**config.mk**
```make
export PLATFORM = sky130hd
export DESIGN_NAME = dlt_standard_header_parser_flat
export DESIGN_NICKNAME = d
export VERILOG_FILES = /design/src/design/dltp_pkg.sv /design/src/design/dltp_byte_if.sv /design/src/design/dltp_result_if.sv /design/src/design/dltp_out_buf.sv /design/src/design/dlt_standard_header_parser.sv /design/src/flat_wrapper.sv
export SDC_FILE = /design/constraint.sdc
export NUM_CORES = 1
export LEC_CHECK = 0
export CORE_UTILIZATION = 30
export DETAILED_ROUTE_END_ITERATION = 16
export DONT_BUFFER_PORTS = 1
export PLACE_DENSITY = 0.4
export SLEW_MARGIN = 20
export SYNTH_ARGS = -nofsm -noshare
export SYNTH_HDL_FRONTEND = slang
export SYNTH_SLANG_ARGS = --single-unit
```
**constraint.sdc**
```tcl
create_clock -name clk -period 32.2 [get_ports clk]
set_input_delay 4.83 -clock clk [delete_from_list [all_inputs] [get_ports clk]]
set_output_delay 4.83 -clock clk [all_outputs]
set_load 0.01 [all_outputs]
```
**src/design/dltp_pkg.sv**
```systemverilog
// Package with the shared types and constants of the DLT standard header parser.
package dltp_pkg;

    // Result status codes.
    typedef enum logic [1:0] {
        ST_OK          = 2'd0,
        ST_INCOMPLETE  = 2'd1,
        ST_BAD_VERSION = 2'd2
    } status_t;

    // Bit positions of the flags inside the header type byte.
    localparam int unsigned FLAG_ECU_BIT = 2;
    localparam int unsigned FLAG_SES_BIT = 3;
    localparam int unsigned FLAG_TMS_BIT = 4;

    // Header sizes in bytes.
    localparam logic [4:0] BASE_SIZE = 5'd4;
    localparam logic [4:0] OPT_SIZE  = 5'd4;

    // Versions at or above this limit are not supported.
    localparam logic [2:0] VERS_LIMIT = 3'd2;

    // One decoded header result.
    typedef struct packed {
        status_t     status;
        logic [7:0]  header_type;
        logic [7:0]  message_counter;
        logic [15:0] message_length;
        logic [31:0] ecu_id;
        logic [31:0] session_id;
        logic [31:0] timestamp;
        logic [4:0]  header_size;
    } result_t;

endpackage

```
**src/design/dltp_byte_if.sv**
```systemverilog
// Interface of the input byte channel.
interface dltp_byte_if;
    logic       valid;
    logic       ready;
    logic [7:0] data_byte;
    logic       first_byte;
    logic       end_of_data;

    modport source (output valid, output data_byte, output first_byte, output end_of_data,
                    input ready);
    modport sink (input valid, input data_byte, input first_byte, input end_of_data,
                  output ready);
endinterface

```
**src/design/dltp_result_if.sv**
```systemverilog
// Interface of the header result channel.
interface dltp_result_if;
    logic        valid;
    logic        ready;
    logic [1:0]  status;
    logic [7:0]  header_type;
    logic [7:0]  message_counter;
    logic [15:0] message_length;
    logic [31:0] ecu_id;
    logic [31:0] session_id;
    logic [31:0] timestamp;
    logic [4:0]  header_size;

    modport source (output valid, output status, output header_type, output message_counter,
                    output message_length, output ecu_id, output session_id,
                    output timestamp, output header_size, input ready);
    modport sink (input valid, input status, input header_type, input message_counter,
                  input message_length, input ecu_id, input session_id,
                  input timestamp, input header_size, output ready);
endinterface

```
**src/design/dltp_out_buf.sv**
```systemverilog
// Two-entry output buffer (result register plus skid register) for header results.
module dltp_out_buf (
    input  logic             clk,
    input  logic             rst_n,
    input  logic             push_valid,
    input  dltp_pkg::result_t push_data,
    output logic             push_ready,
    dltp_result_if.source    result
);
    import dltp_pkg::*;

    result_t main_reg;
    result_t skid_reg;
    logic    main_valid_reg;
    logic    skid_valid_reg;
    logic    pop;

    // New data is taken as long as the skid register is free.
    assign push_ready = !skid_valid_reg;
    assign pop        = main_valid_reg && result.ready;

    // Control state of the two entries.
    always_ff @(posedge clk or negedge rst_n)
    begin
        if (!rst_n)
        begin
            main_valid_reg <= 1'b0;
            skid_valid_reg <= 1'b0;
        end
        else if (skid_valid_reg)
        begin
            if (pop)
            begin
                skid_valid_reg <= 1'b0;
            end
        end
        else if (push_valid)
        begin
            if (main_valid_reg && !pop)
            begin
                skid_valid_reg <= 1'b1;
            end
            main_valid_reg <= 1'b1;
        end
        else if (pop)
        begin
            main_valid_reg <= 1'b0;
        end
    end

    // Payload of the two entries.
    always_ff @(posedge clk)
    begin
        if (skid_valid_reg)
        begin
            if (pop)
            begin
                main_reg <= skid_reg;
            end
        end
        else if (push_valid)
        begin
            if (!main_valid_reg || pop)
            begin
                main_reg <= push_data;
            end
            else
            begin
                skid_reg <= push_data;
            end
        end
    end

    // Drive the result channel from the result register.
    assign result.valid           = main_valid_reg;
    assign result.status          = main_reg.status;
    assign result.header_type     = main_reg.header_type;
    assign result.message_counter = main_reg.message_counter;
    assign result.message_length  = main_reg.message_length;
    assign result.ecu_id          = main_reg.ecu_id;
    assign result.session_id      = main_reg.session_id;
    assign result.timestamp       = main_reg.timestamp;
    assign result.header_size     = main_reg.header_size;

endmodule

```
**src/design/dlt_standard_header_parser.sv**
```systemverilog
// Top level of the DLT standard header parser.
//
//  Channel  Dir  Payload                                         Transaction
//  data     in   data_byte, first_byte, end_of_data              one message byte
//  result   out  status, header_type, message_counter,           one header result
//                message_length, ecu_id, session_id,
//                timestamp, header_size
//
// A byte is taken while the output buffer has a free entry; a byte that completes or
// ends a header puts its result into the output buffer at the same clock edge.
// A two-entry output buffer lets bytes keep flowing while one result waits; input
// stalls only when both entries are occupied. Reset clears the parser to idle and
// empties the output buffer.
module dlt_standard_header_parser (
    input  logic          clk,
    input  logic          rst_n,
    dltp_byte_if.sink     data,
    dltp_result_if.source result
);
    import dltp_pkg::*;

    logic [4:0]  byte_position_reg, byte_position_next;
    logic [4:0]  expected_size_reg, expected_size_next;
    logic [7:0]  header_type_reg, header_type_next;
    logic [7:0]  counter_reg, counter_next;
    logic [15:0] length_reg, length_next;
    logic [31:0] ecu_reg, ecu_next;
    logic [31:0] session_reg, session_next;
    logic [31:0] time_reg, time_next;
    logic        active_reg, active_next;

    logic        accept;
    logic        push_ready;
    logic        res_valid;
    result_t     res;

    logic [4:0]  pos_inc;
    logic [1:0]  seg;
    logic [1:0]  ses_seg;
    logic [1:0]  tms_seg;
    logic        has_ecu;
    logic        has_ses;
    logic        has_tms;
    logic [4:0]  new_size;

    assign data.ready = push_ready;
    assign accept     = data.valid && push_ready;

    // Flags of the header in progress and the optional field a byte belongs to.
    assign has_ecu = header_type_reg[FLAG_ECU_BIT];
    assign has_ses = header_type_reg[FLAG_SES_BIT];
    assign has_tms = header_type_reg[FLAG_TMS_BIT];
    assign pos_inc = byte_position_reg + 5'd1;
    assign seg     = 2'((byte_position_reg - BASE_SIZE) >> 2);
    assign ses_seg = {1'b0, has_ecu};
    assign tms_seg = 2'({1'b0, has_ecu} + {1'b0, has_ses});

    // Header size announced by an incoming header type byte.
    assign new_size = BASE_SIZE
                    + (data.data_byte[FLAG_ECU_BIT] ? OPT_SIZE : 5'd0)
                    + (data.data_byte[FLAG_SES_BIT] ? OPT_SIZE : 5'd0)
                    + (data.data_byte[FLAG_TMS_BIT] ? OPT_SIZE : 5'd0);

    // Next parser state and the result caused by the accepted byte.
    always_comb
    begin
        byte_position_next = byte_position_reg;
        expected_size_next = expected_size_reg;
        header_type_next   = header_type_reg;
        counter_next       = counter_reg;
        length_next        = length_reg;
        ecu_next           = ecu_reg;
        session_next       = session_reg;
        time_next          = time_reg;
        active_next        = active_reg;
        res_valid          = 1'b0;
        res                = '0;
        res.status         = ST_OK;

        if (accept)
        begin
            if (data.first_byte)
            begin
                header_type_next   = data.data_byte;
                counter_next       = '0;
                length_next        = '0;
                ecu_next           = '0;
                session_next       = '0;
                time_next          = '0;
                byte_position_next = 5'd1;
                expected_size_next = new_size;
                res.header_type    = data.data_byte;
                if (data.data_byte[7:5] >= VERS_LIMIT)
                begin
                    active_next = 1'b0;
                    res_valid   = 1'b1;
                    res.status  = ST_BAD_VERSION;
                end
                else if (data.end_of_data)
                begin
                    active_next = 1'b0;
                    res_valid   = 1'b1;
                    res.status  = ST_INCOMPLETE;
                end
                else
                begin
                    active_next = 1'b1;
                end
            end
            else if (active_reg)
            begin
                // Shift the byte into the field that covers this position.
                if (byte_position_reg == 5'd1)
                begin
                    counter_next = data.data_byte;
                end
                else if (byte_position_reg < BASE_SIZE)
                begin
                    length_next = {length_reg[7:0], data.data_byte};
                end
                else if (has_ecu && seg == 2'd0)
                begin
                    ecu_next = {ecu_reg[23:0], data.data_byte};
                end
                else if (has_ses && seg == ses_seg)
                begin
                    session_next = {session_reg[23:0], data.data_byte};
                end
                else if (has_tms && seg == tms_seg)
                begin
                    time_next = {time_reg[23:0], data.data_byte};
                end
                byte_position_next = pos_inc;
                res.header_type    = header_type_reg;

                if (pos_inc >= expected_size_reg)
                begin
                    active_next         = 1'b0;
                    res_valid           = 1'b1;
                    res.status          = ST_OK;
                    res.message_counter = counter_next;
                    res.message_length  = length_next;
                    res.ecu_id          = ecu_next;
                    res.session_id      = session_next;
                    res.timestamp       = time_next;
                    res.header_size     = pos_inc;
                end
                else if (data.end_of_data)
                begin
                    active_next = 1'b0;
                    res_valid   = 1'b1;
                    res.status  = ST_INCOMPLETE;
                end
            end
        end
    end

    // Parser state registers.
    always_ff @(posedge clk or negedge rst_n)
    begin
        if (!rst_n)
        begin
            byte_position_reg <= '0;
            expected_size_reg <= '0;
            header_type_reg   <= '0;
            counter_reg       <= '0;
            length_reg        <= '0;
            ecu_reg           <= '0;
            session_reg       <= '0;
            time_reg          <= '0;
            active_reg        <= 1'b0;
        end
        else
        begin
            byte_position_reg <= byte_position_next;
            expected_size_reg <= expected_size_next;
            header_type_reg   <= header_type_next;
            counter_reg       <= counter_next;
            length_reg        <= length_next;
            ecu_reg           <= ecu_next;
            session_reg       <= session_next;
            time_reg          <= time_next;
            active_reg        <= active_next;
        end
    end

    // Result register with skid entry.
    dltp_out_buf u_out_buf (
        .clk        (clk),
        .rst_n      (rst_n),
        .push_valid (res_valid),
        .push_data  (res),
        .push_ready (push_ready),
        .result     (result)
    );

endmodule
```
**src/flat_wrapper.sv**
```systemverilog
// flat-port wrapper written by rule: the top's interface ports become plain ports
module dlt_standard_header_parser_flat import dltp_pkg::*;
  (clk, rst_n, data_valid, data_data_byte, data_first_byte, data_end_of_data, data_ready, result_valid, result_status, result_header_type, result_message_counter, result_message_length, result_ecu_id, result_session_id, result_timestamp, result_header_size, result_ready);
  dltp_byte_if data_i ();
  dltp_result_if result_i ();
  input  logic clk;
  input  logic rst_n;
  input wire logic [$bits(data_i.valid)-1:0] data_valid;
  input wire logic [$bits(data_i.data_byte)-1:0] data_data_byte;
  input wire logic [$bits(data_i.first_byte)-1:0] data_first_byte;
  input wire logic [$bits(data_i.end_of_data)-1:0] data_end_of_data;
  output wire logic [$bits(data_i.ready)-1:0] data_ready;
  output wire logic [$bits(result_i.valid)-1:0] result_valid;
  output wire logic [$bits(result_i.status)-1:0] result_status;
  output wire logic [$bits(result_i.header_type)-1:0] result_header_type;
  output wire logic [$bits(result_i.message_counter)-1:0] result_message_counter;
  output wire logic [$bits(result_i.message_length)-1:0] result_message_length;
  output wire logic [$bits(result_i.ecu_id)-1:0] result_ecu_id;
  output wire logic [$bits(result_i.session_id)-1:0] result_session_id;
  output wire logic [$bits(result_i.timestamp)-1:0] result_timestamp;
  output wire logic [$bits(result_i.header_size)-1:0] result_header_size;
  input wire logic [$bits(result_i.ready)-1:0] result_ready;
  assign data_i.valid = data_valid;
  assign data_i.data_byte = data_data_byte;
  assign data_i.first_byte = data_first_byte;
  assign data_i.end_of_data = data_end_of_data;
  assign data_ready = data_i.ready;
  assign result_valid = result_i.valid;
  assign result_status = result_i.status;
  assign result_header_type = result_i.header_type;
  assign result_message_counter = result_i.message_counter;
  assign result_message_length = result_i.message_length;
  assign result_ecu_id = result_i.ecu_id;
  assign result_session_id = result_i.session_id;
  assign result_timestamp = result_i.timestamp;
  assign result_header_size = result_i.header_size;
  assign result_i.ready = result_ready;
  dlt_standard_header_parser u_core (.clk(clk), .rst_n(rst_n), .data(data_i), .result(result_i));
endmodule
```
# Word-level counts from Yosys, hierarchy flattened
# Cells that the tools add are included.
# word_totals
word_cells	121
ff_bits	411
# op_classes
add_sub_neg	6
n_mux	59
n_lt_le_gt_ge	3
n_eq_ne	4
n_reduce_logical	20
bitwise	2
# op_table
op	count
2-to-1 mux 135 bit	6
2-to-1 mux 32 bit	18
2-to-1 mux 125 bit	2
2-to-1 mux 16 bit	4
2-to-1 mux 8 bit	3
2-to-1 mux 1 bit	19
adder 5 bit	2
2-to-1 mux 10 bit	1
2-to-1 mux 5 bit	2
2-to-1 mux 3 bit	3
nonzero test 2 bit	4
logical AND 1 bit	6
AND reduction 2 bit	3
AND reduction 3 bit	2
adder 3 x 5 -> 5 bit (first input constant)	1
adder 5 x 1 -> 5 bit (second input constant)	1
equality test 5 x 1 -> 1 bit (second input constant)	1
>= comparator 5 bit	1
less-than comparator 5 x 3 -> 1 bit (second input constant)	1
subtractor 4 x 3 -> 4 bit (second input constant)	1
>= comparator 3 x 2 -> 1 bit (second input constant)	1
zero test 1 bit	3
adder 1 x 1 -> 2 bit	1
equality test 2 x 1 -> 1 bit	1
6 further kinds	7

# Longest topological paths before layout
# logic_depth
depth_word	15
ltp_mapped	11

# Hierarchy
# Synthesis repeated with hierarchy kept, for this count alone.
# unflattened
hier_cells	1550
hier_area_um2	18899.4
# by_module_without_submodules
mod	cells_per_inst	area_each_um2	instances	seq_area_each_um2
dltp_out_buf	432	10208.5	1	8157.8
dlt_standard_header_parser	1118	8690.8	1	3428.3

# Worst setup path before layout
# OpenSTA, ideal clock, no wires.
# synth_timing
path_type	in2reg
startpoint	input data_first_byte
endpoint	register u_core.u_out_buf.skid_reg[0] (netlist bit) (enable)
cell_stages	5
path_slack_ns	15.935
setup_time_ns	0.823
required_time_ns	31.378
arrival_time_ns	15.442
path_cell_list	clkbuf_1 nor2_1 nor2_1 nand3_1 nor3b_1
# synth_via
elab_chain_len	3
# synth_rtl
element	line_no	text
start, declared	flat_wrapper.sv:10	input wire logic [$bits(data_i.first_byte)-1:0] data_first_byte;
2-to-1 mux 1 bit	dlt_standard_header_parser.sv:82	if (data.first_byte)
2-to-1 mux 1 bit	dlt_standard_header_parser.sv:80	if (accept)
AND reduction 3 bit (no line)	-	
end signal, assigned	dltp_out_buf.sv:69	skid_reg <= push_data;
end, declared	dltp_out_buf.sv:13	result_t skid_reg;
# Every way passes these cells.
# A chain may end at the register's enable or synchronous reset.

# Final worst setup path
# layout_timing
startpoint	input data_first_byte
endpoint	register u_core.u_out_buf.skid_reg[15] (netlist bit) (enable)
# The elaborated chain is that of the path after synthesis.

==> metrics.md <==
| Metric | Value |
|---|---|
| Post-synthesis compound-gate area fraction | `around 16%` |
| Routed WL | `approximately 47,000 µm` |
| Peak supply drop | `approximately 0.000033 V` |
| Post-synth cell types | `57` |
| Clk slew on worst S/H paths | `~0.06 ns` |
| Post-Syn Area | `about 17,000 µm²` |
| Max Slew Vio Count | `0` |
| Ports | `151` |
| Final hold slack | `about 0.47 ns` |
| Warnings from Yosys | `0` |
| DIE AREA | `59,100 µm²` |
| Core region area | `roughly 58,000 µm²` |
| CTS Root Cell | `clkbuf_16` |
| CP startpoint kind | `input port` |
| Layout cells sized above 1 | `under 10%` |
| Period utilization | `about 22%` |
| Drt drc | `0` |
| Antenna violations before repair | `1` |
| Final Cell Area | `a little under 20,000 µm²` |
| CTS HTree Levels | `2` |
| Max Cap Viol | `0` |
| Leak Pwr | `~7.6 nW` |
| Mux contribution to synthesized area | `between 4 and 5%` |
| TritonRoute pass-1 iters | `5` |
| Rel. slew slack | `a little under 30%` |
| Setup_tns | `0 ns` |
| Syn-to-layout area delta | `12.56%` |
| Area share of the largest cell type after synthesis | `approximately 46%` |
| Sw Ratio | `~29%` |
| CP delay by family, top | `simple AND/OR/NAND/NOR gates` |
| Multi-input logic area | `5395 µm²` |
| Die W | `243.1 µm` |
| Post-synthesis register bit count | `between 400 and 500` |
| Crit Path Class | `in -> reg` |
| Final WS setup | `about 25 ns` |
| Pre-CTS setup slack | `~25 ns` |
| Die Y | `approximately 240 µm` |
| Leading cell type in the layout, fill and taps excluded | `edfxtp_1` |
| Worst path max stage delay | `about 0.70 ns` |
| Port Buffers | `0` |
| Routability cong. | `0.7507` |
| Worst path cell trace | `nor2_1 -> nor2_1 -> nand3_1 -> nor3b_2 -> buf_4 -> buf_4` |
| Worst-margin pin slew | `1.059 ns` |
| Post-CTS Hold Fix Bufs | `0` |
| Seq pwr share | `49.1%` |
| Post-DRT Antenna Nets | `0` |
| Mean Syn Cell Area | `12.75 µm²` |
| Vias in the first global route | `between 10,000 and 15,000` |
| Post-cts sizing count | `0` |
| Status | `finished clean` |
| Inst Count DP | `just over 2,000` |
| Storage cell area | `~12,000 µm²` |
| DR iter-0 viols | `between 800 and 900` |
| Post-route minimum period | `roughly 7 ns` |
| Finished Layout Cells | `between 2,000 and 2,500` |
| Crit path depth | `6` |
| Fraction of the yosys area taken by sequential cells | `between 60% and 70%` |
| Int Power | `~0.00097 W` |
| Synth Area in Simple Gates | `just over 8%` |
| Combinational cell fraction of total power | `about 14%` |
| Number of flip-flops in the largest register | `about 140` |
| Commonest non-fill, non-tap cells in the layout | `270 x edfxtp_1, 193 x nand2_1, 138 x dfrtp_1` |
| Largest cells by area after synthesis | `edfxtp_1 46%, dfrtp_1 20%, mux2i_1 4.6%` |
| Largest net degree at the start of global routing | `140` |
| Final hold viol count | `0` |
| Post-CTS setup buffer count | `0` |
| Clk_lat worst skew | `about 0.57 ns` |
| Req. time, crit path | `roughly 32 ns` |
| Core Rows | `88` |
| Initial Util | `30.28%` |
| Cell taking the most area after synthesis | `edfxtp_1` |
| Total gr overflow | `0` |
| Hold/Removal Path Class | `reg -> reg` |
| Worst-path fanout max | `65` |
| Max Clk Rate | `~140 MHz` |
| Register-to-Register Path Depth | `12` |
| CTS tree | `yes` |
| Dpl cell area | `about 18,000 µm²` |
| Slowest cell on the critical path | `buf_4` |
| XOR/XNOR share of the synthesized area | `less than 1%` |
| Buf+Inv Stages, Crit Path | `2` |
| Clock Sinks | `409` |
| Main combinational cell family by area after synthesis | `compound AO/OA/AOI/OAI gates` |
| CP arrival | `roughly 7 ns` |
| Psw | `0.0003996 W` |
| DPL Wire Length | `27,780 µm` |
| Power Density | `between 60 and 70 nW/µm²` |
| Prevailing post-synth register cell | `edfxtp_1` |
| Clock Tree Buf Depth | `3` |
| All-Layer GR Usage | `16.01%` |
| Final setup fails | `0` |
| Global-route wire length before repair | `~72,000 µm` |
| Number of antenna diodes | `0` |
| Post-synth net total | `around 1,400` |
| Asr flop ratio synth | `between 30% and 40%` |
| DR WL/cell | `22.20 µm` |
| Number of synthesized flops with an enable pin | `270` |
| Hold depth | `2` |
| Final-layout fill cell count | `around 5,700` |
| Via count | `around 11,000` |
| Via/cell ratio | `5.050` |
| Clock buffers created by TritonCTS | `47` |
| Critical Path End Type | `flop` |
| Clock network fraction of design power | `a little over a third` |
| Adder-cell share of the synthesized area | `less than 1%` |
| Cells after Synth | `between 1,000 and 1,500` |
| Clock Skew | `approximately 0.016 ns` |
| Final net count | `1,350` |
| RSZ-0062 raised after global routing | `no` |
area by class of cell:
type / count / share of cell area (%)
multi-input cells: 821 / 27.49
clock buffers: 60 / 6.495
inverters: 19 / 0.3633
well taps: 765 / 4.876
repair buffers: 26 / 0.9944
flip-flops and latches: 409 / 59.05
clock inverters: 26 / 0.7394
metal layers:
| metal | GRT usage (%) | part of all wire [%] | up-vias |
|---|---|---|---|
| met5 | 0 | 0.028 | - |
| met4 | 3.977 | 1.7 | 2 |
| met3 | 3.981 | 5.1 | 58 |
| met2 | 24.22 | 45 | 199 |
| met1 | 22.81 | 48 | 5411 |
| li1 | - | - | 5066 |
worst register-to-register path: cells and delay by family, from the launching register on:
family                     cells  cell delay (ns)
AOI/OAI and AO/OA              1             0.16
xor gates and xnor gates       1             0.32
adders and majority gates      2             0.60
buffers and inverters          4             1.54
DFF                            1             0.67
and+or+nand+nor                4             0.75
synth_stat cells, types with 3 or more instances:
master	count
and3b_1	3
nand2_1	194
a21oi_1	6
buf_2	18
dfrtp_1	139
o21ai_1	3
o211ai_1	49
a32o_1	30
a31o_2	4
nor3_1	26
a22o_1	63
inv_1	19
buf_6	5
nand4_1	10
a21o_1	42
buf_1	6
nor2_1	69
edfxtp_1	270
or4_1	4
mux2i_1	80
o31ai_1	41
clkbuf_1	89
xnor2_1	3
ha_1	12
o21ai_0	112
o211a_1	17
nand3_1	14
per-stage QoR:
stage | power, W | util (%)
detailed placement | 0.0008859 | 31.62
global placement | 0.0008841 | 31.62
floorplan | 0.0008272 | -
global route | 0.001440 | 34.09
finish | 0.001371 | 34.09
CTS | 0.001396 | 34.09
logic make-up (layout without fill, tap and decap cells):
family	after synthesis	in the layout
DFF	409	409
AOI/OAI and AO/OA	386	386
and+or+nand+nor	338	338
buffers and inverters	138	131
muxes	80	80
adders and majority gates	12	12
xor gates and xnor gates	5	5
worst paths after layout:
check,startpoint,endpoint,slack [ns]
max,data_first_byte,u_core.u_out_buf.skid_reg[15],25.19
min,u_core.length_reg[14],u_core.length_reg[14],0.47
max reg2reg,u_core.byte_position_reg[2],u_core.u_out_buf.skid_reg[15],27.73
min reg2reg,u_core.length_reg[14],u_core.length_reg[14],0.47
max in group asynchronous,rst_n,u_core.time_reg[2],27.90
min in group asynchronous,rst_n,u_core.ecu_reg[25],3.96
power by group through the flow:
stage          sequential (W)  combinational [W]  clock [W]
2_1_floorplan        0.000672           0.000156          0
3_3_place_gp         0.000685           0.000199          0
3_5_place_dp         0.000686           0.000200          0
4_1_cts              0.000675           0.000201   0.000519
5_1_grt              0.000680           0.000220   0.000540
6_report             0.000673           0.000197   0.000501
Note: power is estimated with default switching activity, not from simulation.
